## src/sv/fqsm_pkg.sv

```systemverilog
package fqsm_pkg;

  localparam logic [2:0] CMD_INSERT = 3'd0;
  localparam logic [2:0] CMD_REMOVE = 3'd1;
  localparam logic [2:0] CMD_LIST   = 3'd2;
  localparam logic [2:0] CMD_SEARCH = 3'd3;
  localparam logic [2:0] CMD_MEAN   = 3'd4;

  localparam int unsigned FRAC_BITS = 8;
  localparam int unsigned SUM_W     = 40;
  localparam int unsigned DVD_W     = SUM_W + FRAC_BITS;

  typedef enum logic [2:0] {
    OP_INSERT,
    OP_REMOVE,
    OP_LIST,
    OP_SEARCH,
    OP_MEAN,
    OP_UNKNOWN
  } op_t;

  typedef enum logic [1:0] {
    ST_OK        = 2'd0,
    ST_EMPTY     = 2'd1,
    ST_FULL      = 2'd2,
    ST_NOT_FOUND = 2'd3
  } status_t;

  typedef enum logic [3:0] {
    S_IDLE,
    S_EXEC,
    S_EMIT,
    S_RM_RD,
    S_RM_EMIT,
    S_WK_RD,
    S_WK_CHK,
    S_SR_END,
    S_MEAN
  } state_t;

  typedef struct packed {
    op_t                op;
    logic signed [31:0] operand;
  } req_t;

  typedef struct packed {
    status_t            status;
    logic signed [31:0] item_value;
    logic [4:0]         position;
    logic signed [31:0] front_value;
    logic signed [31:0] back_value;
    logic [4:0]         occupancy;
    logic signed [39:0] mean_fixed;
    logic               last;
  } res_t;

endpackage

```

## src/sv/fqsm_if.sv

```systemverilog
interface fqsm_cmd_if;
  logic               valid;
  logic               ready;
  logic [2:0]         command;
  logic signed [31:0] operand;

  modport source (output valid, command, operand, input ready);
  modport sink (input valid, command, operand, output ready);
endinterface

interface fqsm_res_if;
  logic               valid;
  logic               ready;
  logic [1:0]         status;
  logic signed [31:0] item_value;
  logic [4:0]         position;
  logic signed [31:0] front_value;
  logic signed [31:0] back_value;
  logic [4:0]         occupancy;
  logic signed [39:0] mean_fixed;
  logic               last;

  modport source (output valid, status, item_value, position, front_value, back_value,
                  occupancy, mean_fixed, last, input ready);
  modport sink (input valid, status, item_value, position, front_value, back_value,
                occupancy, mean_fixed, last, output ready);
endinterface

```

## src/sv/fqsm_ram.sv

```systemverilog
module fqsm_ram #(
  parameter int WIDTH = 32,
  parameter int DEPTH = 16
) (
  input  logic                                  clk,
  input  logic                                  we,
  input  logic [(DEPTH > 1 ? $clog2(DEPTH) : 1)-1:0] waddr,
  input  logic [WIDTH-1:0]                      wdata,
  input  logic [(DEPTH > 1 ? $clog2(DEPTH) : 1)-1:0] raddr,
  output logic [WIDTH-1:0]                      rdata
);

  logic [WIDTH-1:0] mem [DEPTH];

  always_ff @(posedge clk) begin
    if (we) begin
      mem[waddr] <= wdata;
    end
    rdata <= mem[raddr];
  end

endmodule

```

## src/sv/fqsm_div.sv

```systemverilog
module fqsm_div #(
  parameter int CW = 5
) (
  input  logic                   clk,
  input  logic                   rst,
  input  logic                   start,
  input  logic signed [39:0]     sum,
  input  logic [CW-1:0]          divisor,
  output logic                   done,
  output logic signed [39:0]     quot
);

  localparam int DW = fqsm_pkg::DVD_W;
  localparam int FB = fqsm_pkg::FRAC_BITS;

  logic          busy;
  logic          neg;
  logic [DW-1:0] dvd;
  logic [CW-1:0] rem;
  logic [CW-1:0] dsr;
  logic [5:0]    cnt;
  logic [39:0]   mag;
  logic [CW:0]   trial;
  logic          take;

  assign mag   = sum[39] ? 40'(-sum) : 40'(sum);
  assign trial = {rem, dvd[DW-1]};
  assign take  = trial >= {1'b0, dsr};
  assign quot  = neg ? -$signed(dvd[39:0]) : $signed(dvd[39:0]);

  always_ff @(posedge clk) begin
    if (rst) begin
      busy <= 1'b0;
      done <= 1'b0;
    end else if (start) begin
      busy <= 1'b1;
      done <= 1'b0;
    end else if (busy && cnt == 6'(DW - 1)) begin
      busy <= 1'b0;
      done <= 1'b1;
    end
  end

  always_ff @(posedge clk) begin
    if (start) begin
      dvd <= {mag, {FB{1'b0}}};
      rem <= '0;
      cnt <= '0;
      neg <= sum[39];
      dsr <= divisor;
    end else if (busy) begin
      rem <= take ? CW'(trial - {1'b0, dsr}) : trial[CW-1:0];
      dvd <= {dvd[DW-2:0], take};
      cnt <= cnt + 6'd1;
    end
  end

endmodule

```

## src/sv/fqsm_front.sv

```systemverilog
module fqsm_front (
  input  logic              clk,
  input  logic              rst,
  fqsm_cmd_if.sink          req,
  output logic              q_valid,
  input  logic              q_ready,
  output fqsm_pkg::req_t    q_data
);

  fqsm_pkg::req_t slot [2];
  fqsm_pkg::req_t dec;
  logic           wr_ptr;
  logic           rd_ptr;
  logic [1:0]     cnt;
  logic           push;
  logic           pop;

  always_comb begin
    dec.operand = req.operand;
    unique case (req.command)
      fqsm_pkg::CMD_INSERT: dec.op = fqsm_pkg::OP_INSERT;
      fqsm_pkg::CMD_REMOVE: dec.op = fqsm_pkg::OP_REMOVE;
      fqsm_pkg::CMD_LIST:   dec.op = fqsm_pkg::OP_LIST;
      fqsm_pkg::CMD_SEARCH: dec.op = fqsm_pkg::OP_SEARCH;
      fqsm_pkg::CMD_MEAN:   dec.op = fqsm_pkg::OP_MEAN;
      default:              dec.op = fqsm_pkg::OP_UNKNOWN;
    endcase
  end

  assign req.ready = cnt != 2'd2;
  assign push      = req.valid && req.ready;
  assign q_valid   = cnt != 2'd0;
  assign pop       = q_valid && q_ready;
  assign q_data    = slot[rd_ptr];

  always_ff @(posedge clk) begin
    if (rst) begin
      wr_ptr <= 1'b0;
      rd_ptr <= 1'b0;
      cnt    <= 2'd0;
    end else begin
      if (push) begin
        wr_ptr <= ~wr_ptr;
      end
      if (pop) begin
        rd_ptr <= ~rd_ptr;
      end
      cnt <= cnt + 2'(push) - 2'(pop);
    end
  end

  always_ff @(posedge clk) begin
    if (push) begin
      slot[wr_ptr] <= dec;
    end
  end

endmodule

```

## src/sv/fqsm_exec.sv

```systemverilog
module fqsm_exec #(
  parameter int DEPTH = 16
) (
  input  logic              clk,
  input  logic              rst,
  input  logic              q_valid,
  output logic              q_ready,
  input  fqsm_pkg::req_t    q_data,
  output logic              out_valid,
  input  logic              out_ready,
  output fqsm_pkg::res_t    out_res
);

  localparam int AW = DEPTH > 1 ? $clog2(DEPTH) : 1;
  localparam int CW = $clog2(DEPTH + 1);

  fqsm_pkg::state_t   state;
  fqsm_pkg::state_t   state_next;
  fqsm_pkg::op_t      op;
  logic signed [31:0] operand;
  fqsm_pkg::status_t  sav_status;
  logic signed [31:0] sav_item;
  logic [AW-1:0]      head;
  logic [AW-1:0]      tail;
  logic [AW-1:0]      ptr;
  logic [CW-1:0]      count;
  logic [CW-1:0]      k;
  logic signed [39:0] sum;
  logic signed [31:0] front;
  logic signed [31:0] back;
  logic               pend_valid;
  logic [4:0]         pend_pos;

  logic               ram_we;
  logic [AW-1:0]      ram_raddr;
  logic [31:0]        rd_data;
  logic               div_start;
  logic               div_done;
  logic signed [39:0] div_q;

  logic               emit;
  fqsm_pkg::res_t     eres;
  logic               out_free;
  logic               match;
  logic               k_last;
  logic               full;
  logic               empty;
  logic               walk_step;

  function automatic logic [AW-1:0] wrap_inc(input logic [AW-1:0] p);
    return (p == AW'(DEPTH - 1)) ? '0 : p + AW'(1);
  endfunction

  fqsm_ram #(.WIDTH(32), .DEPTH(DEPTH)) u_ram (
    .clk   (clk),
    .we    (ram_we),
    .waddr (tail),
    .wdata (operand),
    .raddr (ram_raddr),
    .rdata (rd_data)
  );

  fqsm_div #(.CW(CW)) u_div (
    .clk     (clk),
    .rst     (rst),
    .start   (div_start),
    .sum     (sum),
    .divisor (count),
    .done    (div_done),
    .quot    (div_q)
  );

  assign out_free = !out_valid || out_ready;
  assign match    = $signed(rd_data) == operand;
  assign k_last   = (k + CW'(1)) == count;
  assign full     = count == CW'(DEPTH);
  assign empty    = count == '0;
  assign q_ready  = state == fqsm_pkg::S_IDLE;
  assign walk_step = state == fqsm_pkg::S_WK_CHK && state_next != fqsm_pkg::S_WK_CHK;

  always_comb begin
    state_next = state;
    ram_we     = 1'b0;
    div_start  = 1'b0;
    emit       = 1'b0;
    ram_raddr  = (state == fqsm_pkg::S_WK_RD || state == fqsm_pkg::S_WK_CHK) ? ptr : head;
    eres.status      = sav_status;
    eres.item_value  = sav_item;
    eres.position    = '0;
    eres.front_value = empty ? '0 : front;
    eres.back_value  = empty ? '0 : back;
    eres.occupancy   = 5'(count);
    eres.mean_fixed  = '0;
    eres.last        = 1'b1;
    unique case (state)
      fqsm_pkg::S_IDLE: begin
        if (q_valid) begin
          state_next = fqsm_pkg::S_EXEC;
        end
      end
      fqsm_pkg::S_EXEC: begin
        state_next = fqsm_pkg::S_EMIT;
        unique case (op)
          fqsm_pkg::OP_INSERT: ram_we = !full;
          fqsm_pkg::OP_REMOVE: begin
            if (!empty) begin
              state_next = fqsm_pkg::S_RM_RD;
            end
          end
          fqsm_pkg::OP_LIST, fqsm_pkg::OP_SEARCH: begin
            if (!empty) begin
              state_next = fqsm_pkg::S_WK_RD;
            end
          end
          fqsm_pkg::OP_MEAN: begin
            if (!empty) begin
              div_start  = 1'b1;
              state_next = fqsm_pkg::S_MEAN;
            end
          end
          default: ;
        endcase
      end
      fqsm_pkg::S_EMIT: begin
        if (out_free) begin
          emit       = 1'b1;
          state_next = fqsm_pkg::S_IDLE;
        end
      end
      fqsm_pkg::S_RM_RD: state_next = fqsm_pkg::S_RM_EMIT;
      fqsm_pkg::S_RM_EMIT: begin
        eres.front_value = empty ? '0 : $signed(rd_data);
        if (out_free) begin
          emit       = 1'b1;
          state_next = fqsm_pkg::S_IDLE;
        end
      end
      fqsm_pkg::S_WK_RD: state_next = fqsm_pkg::S_WK_CHK;
      fqsm_pkg::S_WK_CHK: begin
        eres.status = fqsm_pkg::ST_OK;
        if (op == fqsm_pkg::OP_LIST) begin
          eres.item_value = $signed(rd_data);
          eres.position   = 5'(k + CW'(1));
          eres.last       = k_last;
          if (out_free) begin
            emit       = 1'b1;
            state_next = k_last ? fqsm_pkg::S_IDLE : fqsm_pkg::S_WK_RD;
          end
        end else begin
          eres.item_value = operand;
          eres.position   = pend_pos;
          eres.last       = 1'b0;
          if (!(match && pend_valid) || out_free) begin
            emit       = match && pend_valid;
            state_next = k_last ? fqsm_pkg::S_SR_END : fqsm_pkg::S_WK_RD;
          end
        end
      end
      fqsm_pkg::S_SR_END: begin
        if (pend_valid) begin
          eres.status     = fqsm_pkg::ST_OK;
          eres.item_value = operand;
          eres.position   = pend_pos;
        end else begin
          eres.status     = fqsm_pkg::ST_NOT_FOUND;
          eres.item_value = '0;
        end
        if (out_free) begin
          emit       = 1'b1;
          state_next = fqsm_pkg::S_IDLE;
        end
      end
      fqsm_pkg::S_MEAN: begin
        eres.status     = fqsm_pkg::ST_OK;
        eres.item_value = '0;
        eres.mean_fixed = div_q;
        if (div_done && out_free) begin
          emit       = 1'b1;
          state_next = fqsm_pkg::S_IDLE;
        end
      end
      default: state_next = fqsm_pkg::S_IDLE;
    endcase
  end

  always_ff @(posedge clk) begin
    if (rst) begin
      state <= fqsm_pkg::S_IDLE;
    end else begin
      state <= state_next;
    end
  end

  always_ff @(posedge clk) begin
    if (rst) begin
      head       <= '0;
      tail       <= '0;
      count      <= '0;
      sum        <= '0;
      pend_valid <= 1'b0;
    end else begin
      if (state == fqsm_pkg::S_EXEC) begin
        pend_valid <= 1'b0;
        if (op == fqsm_pkg::OP_INSERT && !full) begin
          tail  <= wrap_inc(tail);
          count <= count + CW'(1);
          sum   <= sum + 40'(operand);
        end
        if (op == fqsm_pkg::OP_REMOVE && !empty) begin
          head  <= wrap_inc(head);
          count <= count - CW'(1);
          sum   <= sum - 40'(front);
        end
      end
      if (walk_step && op == fqsm_pkg::OP_SEARCH && match) begin
        pend_valid <= 1'b1;
      end
    end
  end

  always_ff @(posedge clk) begin
    if (state == fqsm_pkg::S_IDLE && q_valid) begin
      op      <= q_data.op;
      operand <= q_data.operand;
    end
    if (state == fqsm_pkg::S_EXEC) begin
      ptr <= head;
      k   <= '0;
      unique case (op)
        fqsm_pkg::OP_INSERT: begin
          sav_status <= full ? fqsm_pkg::ST_FULL : fqsm_pkg::ST_OK;
          sav_item   <= operand;
          if (!full) begin
            back <= operand;
            if (empty) begin
              front <= operand;
            end
          end
        end
        fqsm_pkg::OP_REMOVE: begin
          sav_status <= empty ? fqsm_pkg::ST_EMPTY : fqsm_pkg::ST_OK;
          sav_item   <= empty ? '0 : front;
        end
        fqsm_pkg::OP_UNKNOWN: begin
          sav_status <= fqsm_pkg::ST_OK;
          sav_item   <= '0;
        end
        default: begin
          sav_status <= fqsm_pkg::ST_EMPTY;
          sav_item   <= '0;
        end
      endcase
    end
    if (state == fqsm_pkg::S_RM_EMIT) begin
      front <= $signed(rd_data);
    end
    if (walk_step) begin
      ptr <= wrap_inc(ptr);
      k   <= k + CW'(1);
      if (match) begin
        pend_pos <= 5'(k + CW'(1));
      end
    end
  end

  always_ff @(posedge clk) begin
    if (rst) begin
      out_valid <= 1'b0;
    end else if (emit) begin
      out_valid <= 1'b1;
    end else if (out_ready) begin
      out_valid <= 1'b0;
    end
  end

  always_ff @(posedge clk) begin
    if (emit) begin
      out_res <= eres;
    end
  end

endmodule

```

## src/sv/fifo_queue_search_mean.sv

```systemverilog
// Bounded FIFO of signed 32-bit words with list, search and mean commands.
// Requests arrive on req (command, operand) and results leave on rsp; both
// channels move a request when valid and ready are high at a rising edge.
// A two-entry command queue sits in front of the execution engine, so a
// new request is taken while the engine works or waits on the receiver.
// Each command yields one result, except list (one per entry) and search
// (one per match, else one not-found result); last marks a command's final result.
// Insert and unknown commands pass from the execute state to the emit state;
// remove reads the new front from the entry store before its result. List
// reads each entry from the store and checks it in a state of its own, giving
// one result per entry; search walks the same way and adds a closing state.
// Mean runs a restoring divider that makes one quotient bit a cycle over 48
// bits. The engine runs one command at a time.
// Synchronous reset empties both queues and clears their pointers and the sum.
// When rsp is stalled the result register holds its value and the engine
// waits in place; requests keep queuing until the command queue is full.
module fifo_queue_search_mean #(
  parameter int DEPTH = 16
) (
  input logic         clk,
  input logic         rst,
  fqsm_cmd_if.sink    req,
  fqsm_res_if.source  rsp
);

  logic           q_valid;
  logic           q_ready;
  fqsm_pkg::req_t q_data;
  fqsm_pkg::res_t res;

  fqsm_front u_front (
    .clk     (clk),
    .rst     (rst),
    .req     (req),
    .q_valid (q_valid),
    .q_ready (q_ready),
    .q_data  (q_data)
  );

  fqsm_exec #(.DEPTH(DEPTH)) u_exec (
    .clk       (clk),
    .rst       (rst),
    .q_valid   (q_valid),
    .q_ready   (q_ready),
    .q_data    (q_data),
    .out_valid (rsp.valid),
    .out_ready (rsp.ready),
    .out_res   (res)
  );

  assign rsp.status      = res.status;
  assign rsp.item_value  = res.item_value;
  assign rsp.position    = res.position;
  assign rsp.front_value = res.front_value;
  assign rsp.back_value  = res.back_value;
  assign rsp.occupancy   = res.occupancy;
  assign rsp.mean_fixed  = res.mean_fixed;
  assign rsp.last        = res.last;

endmodule

```

## src/flat_wrapper.sv

```systemverilog
// flat-port wrapper written by rule: the top's interface ports become plain ports
module fifo_queue_search_mean_flat 
#(
  parameter int DEPTH = 16
)
  (clk, rst, req_valid, req_command, req_operand, req_ready, rsp_valid, rsp_status, rsp_item_value, rsp_position, rsp_front_value, rsp_back_value, rsp_occupancy, rsp_mean_fixed, rsp_last, rsp_ready);
  fqsm_cmd_if req_i ();
  fqsm_res_if rsp_i ();
  input logic clk;
  input logic rst;
  input wire logic [$bits(req_i.valid)-1:0] req_valid;
  input wire logic [$bits(req_i.command)-1:0] req_command;
  input wire logic [$bits(req_i.operand)-1:0] req_operand;
  output wire logic [$bits(req_i.ready)-1:0] req_ready;
  output wire logic [$bits(rsp_i.valid)-1:0] rsp_valid;
  output wire logic [$bits(rsp_i.status)-1:0] rsp_status;
  output wire logic [$bits(rsp_i.item_value)-1:0] rsp_item_value;
  output wire logic [$bits(rsp_i.position)-1:0] rsp_position;
  output wire logic [$bits(rsp_i.front_value)-1:0] rsp_front_value;
  output wire logic [$bits(rsp_i.back_value)-1:0] rsp_back_value;
  output wire logic [$bits(rsp_i.occupancy)-1:0] rsp_occupancy;
  output wire logic [$bits(rsp_i.mean_fixed)-1:0] rsp_mean_fixed;
  output wire logic [$bits(rsp_i.last)-1:0] rsp_last;
  input wire logic [$bits(rsp_i.ready)-1:0] rsp_ready;
  assign req_i.valid = req_valid;
  assign req_i.command = req_command;
  assign req_i.operand = req_operand;
  assign req_ready = req_i.ready;
  assign rsp_valid = rsp_i.valid;
  assign rsp_status = rsp_i.status;
  assign rsp_item_value = rsp_i.item_value;
  assign rsp_position = rsp_i.position;
  assign rsp_front_value = rsp_i.front_value;
  assign rsp_back_value = rsp_i.back_value;
  assign rsp_occupancy = rsp_i.occupancy;
  assign rsp_mean_fixed = rsp_i.mean_fixed;
  assign rsp_last = rsp_i.last;
  assign rsp_i.ready = rsp_ready;
  fifo_queue_search_mean #(.DEPTH(DEPTH)) u_core (.clk(clk), .rst(rst), .req(req_i), .rsp(rsp_i));
endmodule
```

## config.mk

```make
export PLATFORM = sky130hd
export DESIGN_NAME = fifo_queue_search_mean_flat
export DESIGN_NICKNAME = d
export VERILOG_FILES = /design/src/sv/fqsm_pkg.sv /design/src/sv/fqsm_if.sv /design/src/sv/fqsm_ram.sv /design/src/sv/fqsm_div.sv /design/src/sv/fqsm_front.sv /design/src/sv/fqsm_exec.sv /design/src/sv/fifo_queue_search_mean.sv /design/src/flat_wrapper.sv
export SDC_FILE = /design/constraint.sdc
export NUM_CORES = 2
export LEC_CHECK = 0
export BUFFER_PORTS_ARGS = -buffer_cell sky130_fd_sc_hd__clkbuf_2
export CORE_MARGIN = 8
export CORE_UTILIZATION = 60
export CTS_BUF_LIST = sky130_fd_sc_hd__clkbuf_8
export CTS_CLUSTER_DIAMETER = 100
export DETAILED_ROUTE_END_ITERATION = 6
export PLACE_DENSITY_LB_ADDON = 0.08
export SETUP_SLACK_MARGIN = 0.5
export SLEW_MARGIN = 20
export SYNTH_ARGS = -nofsm -noshare
export SYNTH_HDL_FRONTEND = slang
export SYNTH_SLANG_ARGS = --single-unit
```

## constraint.sdc

```tcl
create_clock -name clk -period 10.05 [get_ports clk]
set_input_delay 1.5075 -clock clk [delete_from_list [all_inputs] [get_ports clk]]
set_output_delay 1.5075 -clock clk [all_outputs]
set_load 0.02 [all_outputs]
```

=== Word level (Yosys, flattened, before mapping) ===
Memories as Yosys holds them, arrays and structs flattened. A register that Yosys moved wholly into a read port is not among the register bits.
Cells that the tools add are included.

* Bits in writable memories: 582
* Output and inout bits: 151
* Bits in registers: 391
* Input port bits: 39
* Memories: 2
* Bits in read-only memories: 0
* Logic and storage cells: 189
* Bits in latches: 0

* Add/subtract/negate cells: 14
* $mul: 0
* Magnitude comparators: 1
* Mux-type cells: 69
* Bitwise gates (word level): 3
* Shifts and indexed selects: 0
* Reductions and logical operators: 40
* Div/mod/pow operators: 0
* Equality and inequality tests: 27

{| class="wikitable"
|+ Memory list
! name !! words !! width !! rd ports !! clocked after memory_dff !! wr ports !! RTL line !! source
|-
| u_core.u_exec.u_ram.mem || 16 || 32 || 1 || 1 || 1 || fqsm_ram.sv:13 || <nowiki>logic [WIDTH-1:0] mem [DEPTH];</nowiki>
|-
| u_core.u_front.slot || 2 || 35 || 1 || 1 || 1 || fqsm_front.sv:10 || <nowiki>fqsm_pkg::req_t slot [2];</nowiki>
|}

{| class="wikitable"
|+ Operators with widths
! kind !! number
|-
| 2-to-1 mux 32 bit || 8
|-
| 2-to-1 mux 40 bit || 4
|-
| case mux 34 bit (3 select lines) || 1
|-
| 2-to-1 mux 48 bit || 2
|-
| negation 40 bit || 2
|-
| case mux 32 bit (2 select lines) || 1
|-
| 2-to-1 mux 4 bit || 13
|-
| adder 40 x 32 -> 40 bit || 1
|-
| subtractor 40 x 32 -> 40 bit || 1
|-
| 2-to-1 mux 37 bit || 1
|-
| 2-to-1 mux 34 bit || 1
|-
| == test 32 bit || 1
|-
| 2-to-1 mux 5 bit || 6
|-
| case mux 4 bit (7 select lines) || 1
|-
| 2-to-1 mux 1 bit || 22
|-
| nonzero test 2 bit || 10
|-
| == test 4 x 3 -> 1 bit, second input constant || 4
|-
| == test 4 bit, second input constant || 4
|-
| case mux 3 bit (5 select lines) || 1
|-
| adder 4 x 1 -> 4 bit, second input constant || 3
|-
| == test 3 x 2 -> 1 bit, second input constant || 4
|-
| case mux 4 bit (3 select lines) || 1
|-
| adder 5 x 1 -> 5 bit, second input constant || 2
|-
| logical AND 1 bit || 10
|-
| 32 further kinds || 50
|}

=== Logic depth before layout (Yosys ltp) ===
* Word-level depth: 12
* Gate-level depth with buffers: 23
* Gate-level depth less buffers: 22

=== By module ===
From an unflattened synthesis, not the netlist that was laid out.

* Cells, all modules: 3014
* Area total of the unflattened synthesis: 44657.8 µm²

{| class="wikitable"
|+ Modules (own cells, without submodules)
! module !! cells an instance !! area each (µm²) !! instances !! seq. area each (µm²)
|-
| fqsm_ram || 838 || 19836.5 || 1 || 16015.4
|-
| fqsm_exec || 1583 || 17485.5 || 1 || 10069.7
|-
| fqsm_div || 452 || 4539.4 || 1 || 1801.7
|-
| fqsm_front || 141 || 2796.4 || 1 || 2202.1
|}

=== Worst setup path after synthesis ===
OpenSTA, ideal clock, no wires.

* Kind: register -> register
* Start: register u_core.u_exec.operand[15], read port of u_core.u_front.slot
* End: register u_core.u_exec.out_res[0] (netlist bit) (enable)
* Period minus slack after synthesis: 8.604 ns
* Required time: 9.391 ns
* Path buffers: 1
* Setup slack: 1.446 ns
* Arrival: 7.944 ns
* Setup time: 0.659 ns
* Stages on the path, launching flop included: 10
* Path through: edfxtp_1 -> clkbuf_1 -> xor2_1 -> nor4_1 -> nand4_1 -> nor2_1 -> nand2_1 -> nand3_1 -> a31oi_1 -> nor2_1

* Longest elaborated chain between the ends: 7

{| class="wikitable"
|+ Ends and longest elaborated chain
! item !! RTL line !! source
|-
| start, declared || fqsm_exec.sv:20 || <nowiki>logic signed [31:0] operand;</nowiki>
|-
| == test 32 bit (*) || fqsm_exec.sv:74 || <nowiki>assign match = $signed(rd_data) == operand;</nowiki>
|-
| logical AND 1 bit (*) || fqsm_exec.sv:153, fqsm_exec.sv:154 ||
|-
| logical NOT 1 bit || fqsm_exec.sv:153 || <nowiki>if (!(match && pend_valid) || out_free) begin</nowiki>
|-
| logical OR 1 bit || fqsm_exec.sv:153 ||
|-
| 2-to-1 mux 1 bit (*) || fqsm_exec.sv:153 ||
|-
| 2-to-1 mux 1 bit (*) || fqsm_exec.sv:141 || <nowiki>if (op == fqsm_pkg::OP_LIST) begin</nowiki>
|-
| case mux 1 bit (3 select lines) (*) || fqsm_exec.sv:95 || <nowiki>unique case (state)</nowiki>
|-
| net u_core.u_exec.emit || fqsm_exec.sv:41 || <nowiki>logic emit;</nowiki>
|-
| end signal, assigned || fqsm_exec.sv:278 || <nowiki>out_res <= eres;</nowiki>
|-
| end, declared || fqsm_exec.sv:11 || <nowiki>output fqsm_pkg::res_t out_res</nowiki>
|}

The timed path passes the listed nets; every way through them passes the cells marked *.
A chain may end at the register's enable or synchronous reset.

=== Worst setup path after layout ===
* Start: register u_core.u_exec.count[1]
* End: register u_core.u_exec.sum[38]

* Longest elaborated chain between the ends: 5
* Elaborated cells on any way between the ends: 9
* Classes of those cells: 1 x eq/ne; 1 x mux; 7 x reduce/logical

{| class="wikitable"
|+ Ends and longest elaborated chain
! item !! RTL line !! source
|-
| start, declared || fqsm_exec.sv:26 || <nowiki>logic [CW-1:0] count;</nowiki>
|-
| start signal, assigned || fqsm_exec.sv:206 || <nowiki>count <= count + CW'(1);</nowiki>
|-
| start signal, assigned || fqsm_exec.sv:211 || <nowiki>count <= count - CW'(1);</nowiki>
|-
| == test 5 bit or logical NOT 5 bit (tied branches) || fqsm_exec.sv:76, fqsm_exec.sv:77 ||
|-
| logical NOT 1 bit, on equally long branches || - ||
|-
| logical AND 1 bit, on equally long branches || fqsm_exec.sv:204, fqsm_exec.sv:209 ||
|-
| nonzero test 2 bit (no source line) || - ||
|-
| AND reduction 2 bit (no source line) || - ||
|-
| end signal, assigned || fqsm_exec.sv:207 || <nowiki>sum <= sum + 40'(operand);</nowiki>
|-
| end signal, assigned || fqsm_exec.sv:212 || <nowiki>sum <= sum - 40'(front);</nowiki>
|-
| end, declared || fqsm_exec.sv:28 || <nowiki>logic signed [39:0] sum;</nowiki>
|}

Parallel ways exist; a longest one is shown, timed or not.

==> impl_metrics.py <==
metrics = {
    "outcome": {
        "status": "complete, but fails checks",
        "violations": "DRC",
    },
    "floorplan": {
        "dieArea_um2": 83000,
        "core_area_um2": 73900,
        "io_pins": 190,
        "rows": 100,
        "die_h_um": 288,
        "dieWidth_um": 288,
        "initial_core_util_pct": 60.1,
    },
    "critical_path": {
        "cpPeakStageDelay_ns": 0.86,
        "path_max_fanout": 50,
        "end_kind": "flop",
        "cpLargestDelayFamily": "simple AND/OR/NAND/NOR gates",
        "critPathLaunch": "u_core.u_exec.count[1]$_SDFFE_PP0P_",
        "rr_startpoint": "u_core.u_exec.count[1]$_SDFFE_PP0P_",
        "critPathLaunchType": "flop",
        "r2r-end": "u_core.u_exec.sum[38]$_SDFFE_PP0P_",
        "cp.arrival_ns": 6.97,
        "cp_data_required_time_ns": 10.74,
        "worstSetupPathType": "flop to flop",
        "rrSetupSlack_ns": 3.77,
        "cp_num_buf_inv": 4,
        "cp.depth": 20,
        "reg2regPathDepth": 20,
        "crit_chain": "nor4_1, nand2b_1, buf_4, nand2b_1, inv_2, buf_4, buf_4, nor2_1, a21oi_1, ha_1, a21oi_1, nor2b_1, a2111oi_0, nor4b_1, a221oi_1, o21ai_1, a31oi_1, o21ai_1, nor4b_1, a211o_1",
        "cp-endpoint": "u_core.u_exec.sum[38]$_SDFFE_PP0P_",
        "critPathMostFrequentCell": "buf_4",
        "cpMaxStageDelayCell": "nor4b_1",
    },
    "cells_and_area": {
        "n_fill_cell": 5178,
        "multi_input_area_um2": 13500,
        "drive_gt1_share_pct": 20.6,
        "final_area_um2": 49800,
        "area_growth_pct": 11.9,
        "nets": 3439,
        "final_util_pct": 67.3,
        "regArea_um2": 30100,
    },
    "clock_tree": {
        "clock_latency_ns": 0.81,
        "clkTransAtPathRegs_ns": 0.06,
        "cts_tree": "done",
        "post_cts_buffers": 0,
        "cts_resized": 0,
        "clock-root-buffer": "clkbuf_8",
        "h-tree-depth": 4,
        "cts_hold_buffers": 0,
        "clockBufferDepth": 3,
        "clock-sinks": 1040,
        "cts-buffers-inserted": 165,
    },
    "detailed_routing": {
        "wl_per_cell_um": 23.6,
        "vias": 26922,
        "totalWireLength_um": 105000,
        "drc": 1,
        "drt_iter0_drc": 2420,
        "vias_per_cell": 6.06,
        "dr.pass1.iters": 7,
        "ant_nets": 0,
    },
    "synthesis": {
        "synth_most_common_cell": "edfxtp_1",
        "synth_top_area_share_pct": 62.4,
        "ys_async_sr_fraction_pct": 0,
        "ys_types": 87,
        "syn_area_um2": 44400,
        "synth.avg_cell_area_um2": 14.4,
        "synth_top_area_cell": "edfxtp_1",
        "ys_warn_count": 0,
        "ys_top_cells_by_count": "924 x edfxtp_1, 330 x nand2_1, 184 x nor2_1, 154 x a21oi_1, 141 x xor2_1",
        "synth_flop_cell": "edfxtp_1",
        "synth_cells": 3076,
        "synth.area.top_cells": "edfxtp_1 62%, mux4_2 6.5%, dfxtp_1 5.2%",
        "yosysSeqAreaShare_pct": 67.7,
        "synth.ff_latch_count": 1040,
        "synth_edf_count": 924,
        "mappedNetlistNets": 3178,
    },
    "global_routing": {
        "grt_start_max_net_pins": 150,
        "antenna_found_initial": 2,
        "grt_first_pass_wirelength_um": 160000,
        "grt.total_usage_pct": 25.3,
        "first_global_vias": 27282,
        "grt_overflow_total": 0,
    },
    "pwr": {
        "p_sw_mw": 3.23,
        "powerDensity_nw_per_um2": 220,
        "seqPwrFrac_pct": 50.7,
        "p_leak_nw": 18.0,
        "cellInternalPower_mw": 7.73,
        "pwr-share-clk_pct": 30.8,
        "combPwrFrac_pct": 18.5,
        "sw_frac_of_total_pct": 29.5,
        "peakVddDrop_mv": 0.158,
        "power.total_mw": 11.0,
    },
    "timing": {
        "fin_crit_sh_pct": 62.5,
        "final_max_slew_viol_count": 0,
        "worst_slew_pin_slew_ns": 1.07,
        "finalCriticalPeriod_ns": 6.28,
        "final_hold_viol_count": 0,
        "tns_ns": 0,
        "max_freq_mhz": 159,
        "max_slew_margin_pct": 28.0,
        "finalSetupViolCount": 0,
        "clock-skew-final_ns": 0.0429,
        "holdWs_ns": 0.486,
        "rsz0062_at_grt": "no",
    },
    "placement": {
        "gp_congestion": 0.940,
        "dp_hpwl_um": 67600,
        "postPlaceCellArea_um2": 46600,
        "io_buffers": 189,
    },
    "hold_path": {
        "hp-class": "flop to flop",
    },
    "flow_run": {
        "drv_cap": 0,
    },
}
[power by group through the flow]
stage	clock, mW	combinational [mW]	sequential [mW]
after floorplan	0	1.16	5.79
after global placement	0	1.95	5.62
after detailed placement	0	2.02	5.64
after CTS	3.44	2.03	5.55
after global routing	3.62	2.21	5.58
final	3.37	2.03	5.55
[registers in the layout (all words and copies together), names as in the netlist, 2 cells and up]
name / cells
u_core.u_exec.state: 4
u_core.u_exec.op: 3
u_core.u_exec.u_ram.rdata: 32
u_core.u_exec.k: 5
u_core.u_exec.sav_status: 2
u_core.u_exec.u_div.cnt: 6
u_core.u_exec.sum: 40
u_core.u_exec.back: 32
u_core.u_exec.head: 4
u_core.u_exec.ptr: 4
u_core.u_exec.u_ram.mem: 512
u_core.u_exec.operand: 32
u_core.u_exec.u_div.rem: 5
u_core.u_front.slot: 70
u_core.u_exec.u_div.dsr: 5
u_core.u_exec.count: 5
u_core.u_exec.sav_item: 32
u_core.u_exec.u_div.dvd: 48
u_core.u_exec.tail: 4
u_core.u_exec.pend_pos: 5
u_core.u_front.cnt: 2
u_core.u_exec.front: 32
u_core.u_exec.out_res: 149
[through the flow]
step | worst slack, ns | std cells
floorplan | 1.45 | 3076
global placement | 3.97 | 4139
detailed placement | 3.81 | 4139
CTS | 3.74 | 4443
global route | 3.26 | 4444
finish | 3.77 | 4445
[layer usage]
layer | GRT usage (%) | part of all wire, % | up-vias
li1 | - | - | 12243
met5 | 0 | 0 | -
met1 | 34.0 | 41 | 13383
met4 | 8.14 | 2.4 | 0
met3 | 4.87 | 7.4 | 179
met2 | 42.0 | 49 | 1117
[layout by cell type (no fill, tap or decap), types with 7 or more instances in the layout]
cell type	Yosys	routed
a211oi_1	48	48
a21o_1	26	26
a21oi_1	154	153
a222oi_1	32	32
a22o_1	31	31
a31oi_1	43	43
and2_1	71	71
and3_1	10	9
buf_4	6	79
clkbuf_2	1	189
clkbuf_8	0	173
clkinv_1	0	38
clkinv_2	1	20
dfxtp_1	116	114
edfxtp_1	924	924
ha_1	60	60
inv_1	71	128
mux2_2	38	37
mux2i_1	22	18
mux4_2	128	128
nand2_1	330	329
nand2b_1	17	16
nand3_1	65	64
nand4_1	12	12
nor2_1	184	169
nor2_2	1	13
nor2b_1	18	17
nor3_1	35	26
nor3_2	2	10
nor4_1	15	15
o21a_1	7	7
o21ai_0	87	86
o21ai_1	17	17
o31ai_1	22	22
o41ai_1	9	9
or3_1	16	16
or4_1	15	15
xnor2_1	51	51
xor2_1	141	141
[logic make-up (layout without fill, tap and decap cells)]
kind of cell               Yosys count  in the layout  share of synthesized area [%]
AOI/OAI and AO/OA                  517            517                           7.59
xor gates and xnor gates           192            192                           3.78
adders and majority gates           63             63                           1.82
buffers and inverters              251            649                           2.40
DFF                               1040           1040                           67.7
muxes                              191            191                           8.03
other                                0              2                              0
and+or+nand+nor                    822            822                           8.72
[how the worst min path moves through the flow]
stage | startpoint | endpoint | slack (ns) | depth (start not counted)
after CTS | u_core.u_exec.back[31]$_DFFE_PP_ | u_core.u_exec.out_res[77]$_SDFFCE_PP0P_ | 0.48 | 1
final | u_core.u_exec.back[31]$_DFFE_PP_ | u_core.u_exec.out_res[77]$_SDFFCE_PP0P_ | 0.49 | 1
after global placement | u_core.u_exec.u_div.rem[3]$_SDFFE_PP0P_ | u_core.u_exec.u_div.rem[3]$_SDFFE_PP0P_ | 0.49 | 2
after detailed placement | u_core.u_exec.u_div.rem[2]$_SDFFE_PP0P_ | u_core.u_exec.u_div.rem[2]$_SDFFE_PP0P_ | 0.50 | 2
after floorplan | u_core.u_exec.sum[13]$_SDFFE_PP0P_ | u_core.u_exec.sum[13]$_SDFFE_PP0P_ | 0.47 | 2
after global routing | u_core.u_exec.back[7]$_DFFE_PP_ | u_core.u_exec.out_res[53]$_SDFFCE_PP0P_ | 0.52 | 1
[final cells by class]
| cell class | instances | area share [%] |
|---|---|---|
| inverter | 75 | 0.568 |
| clock inverter | 131 | 1.46 |
| multi-input combinational | 1785 | 27.1 |
| timing repair buffer | 270 | 3.17 |
| antenna | 2 | 0.0101 |
| tap | 969 | 2.44 |
| clock buffer | 173 | 4.79 |
| sequential | 1040 | 60.4 |
Note: power is estimated with default switching activity, not from simulation.
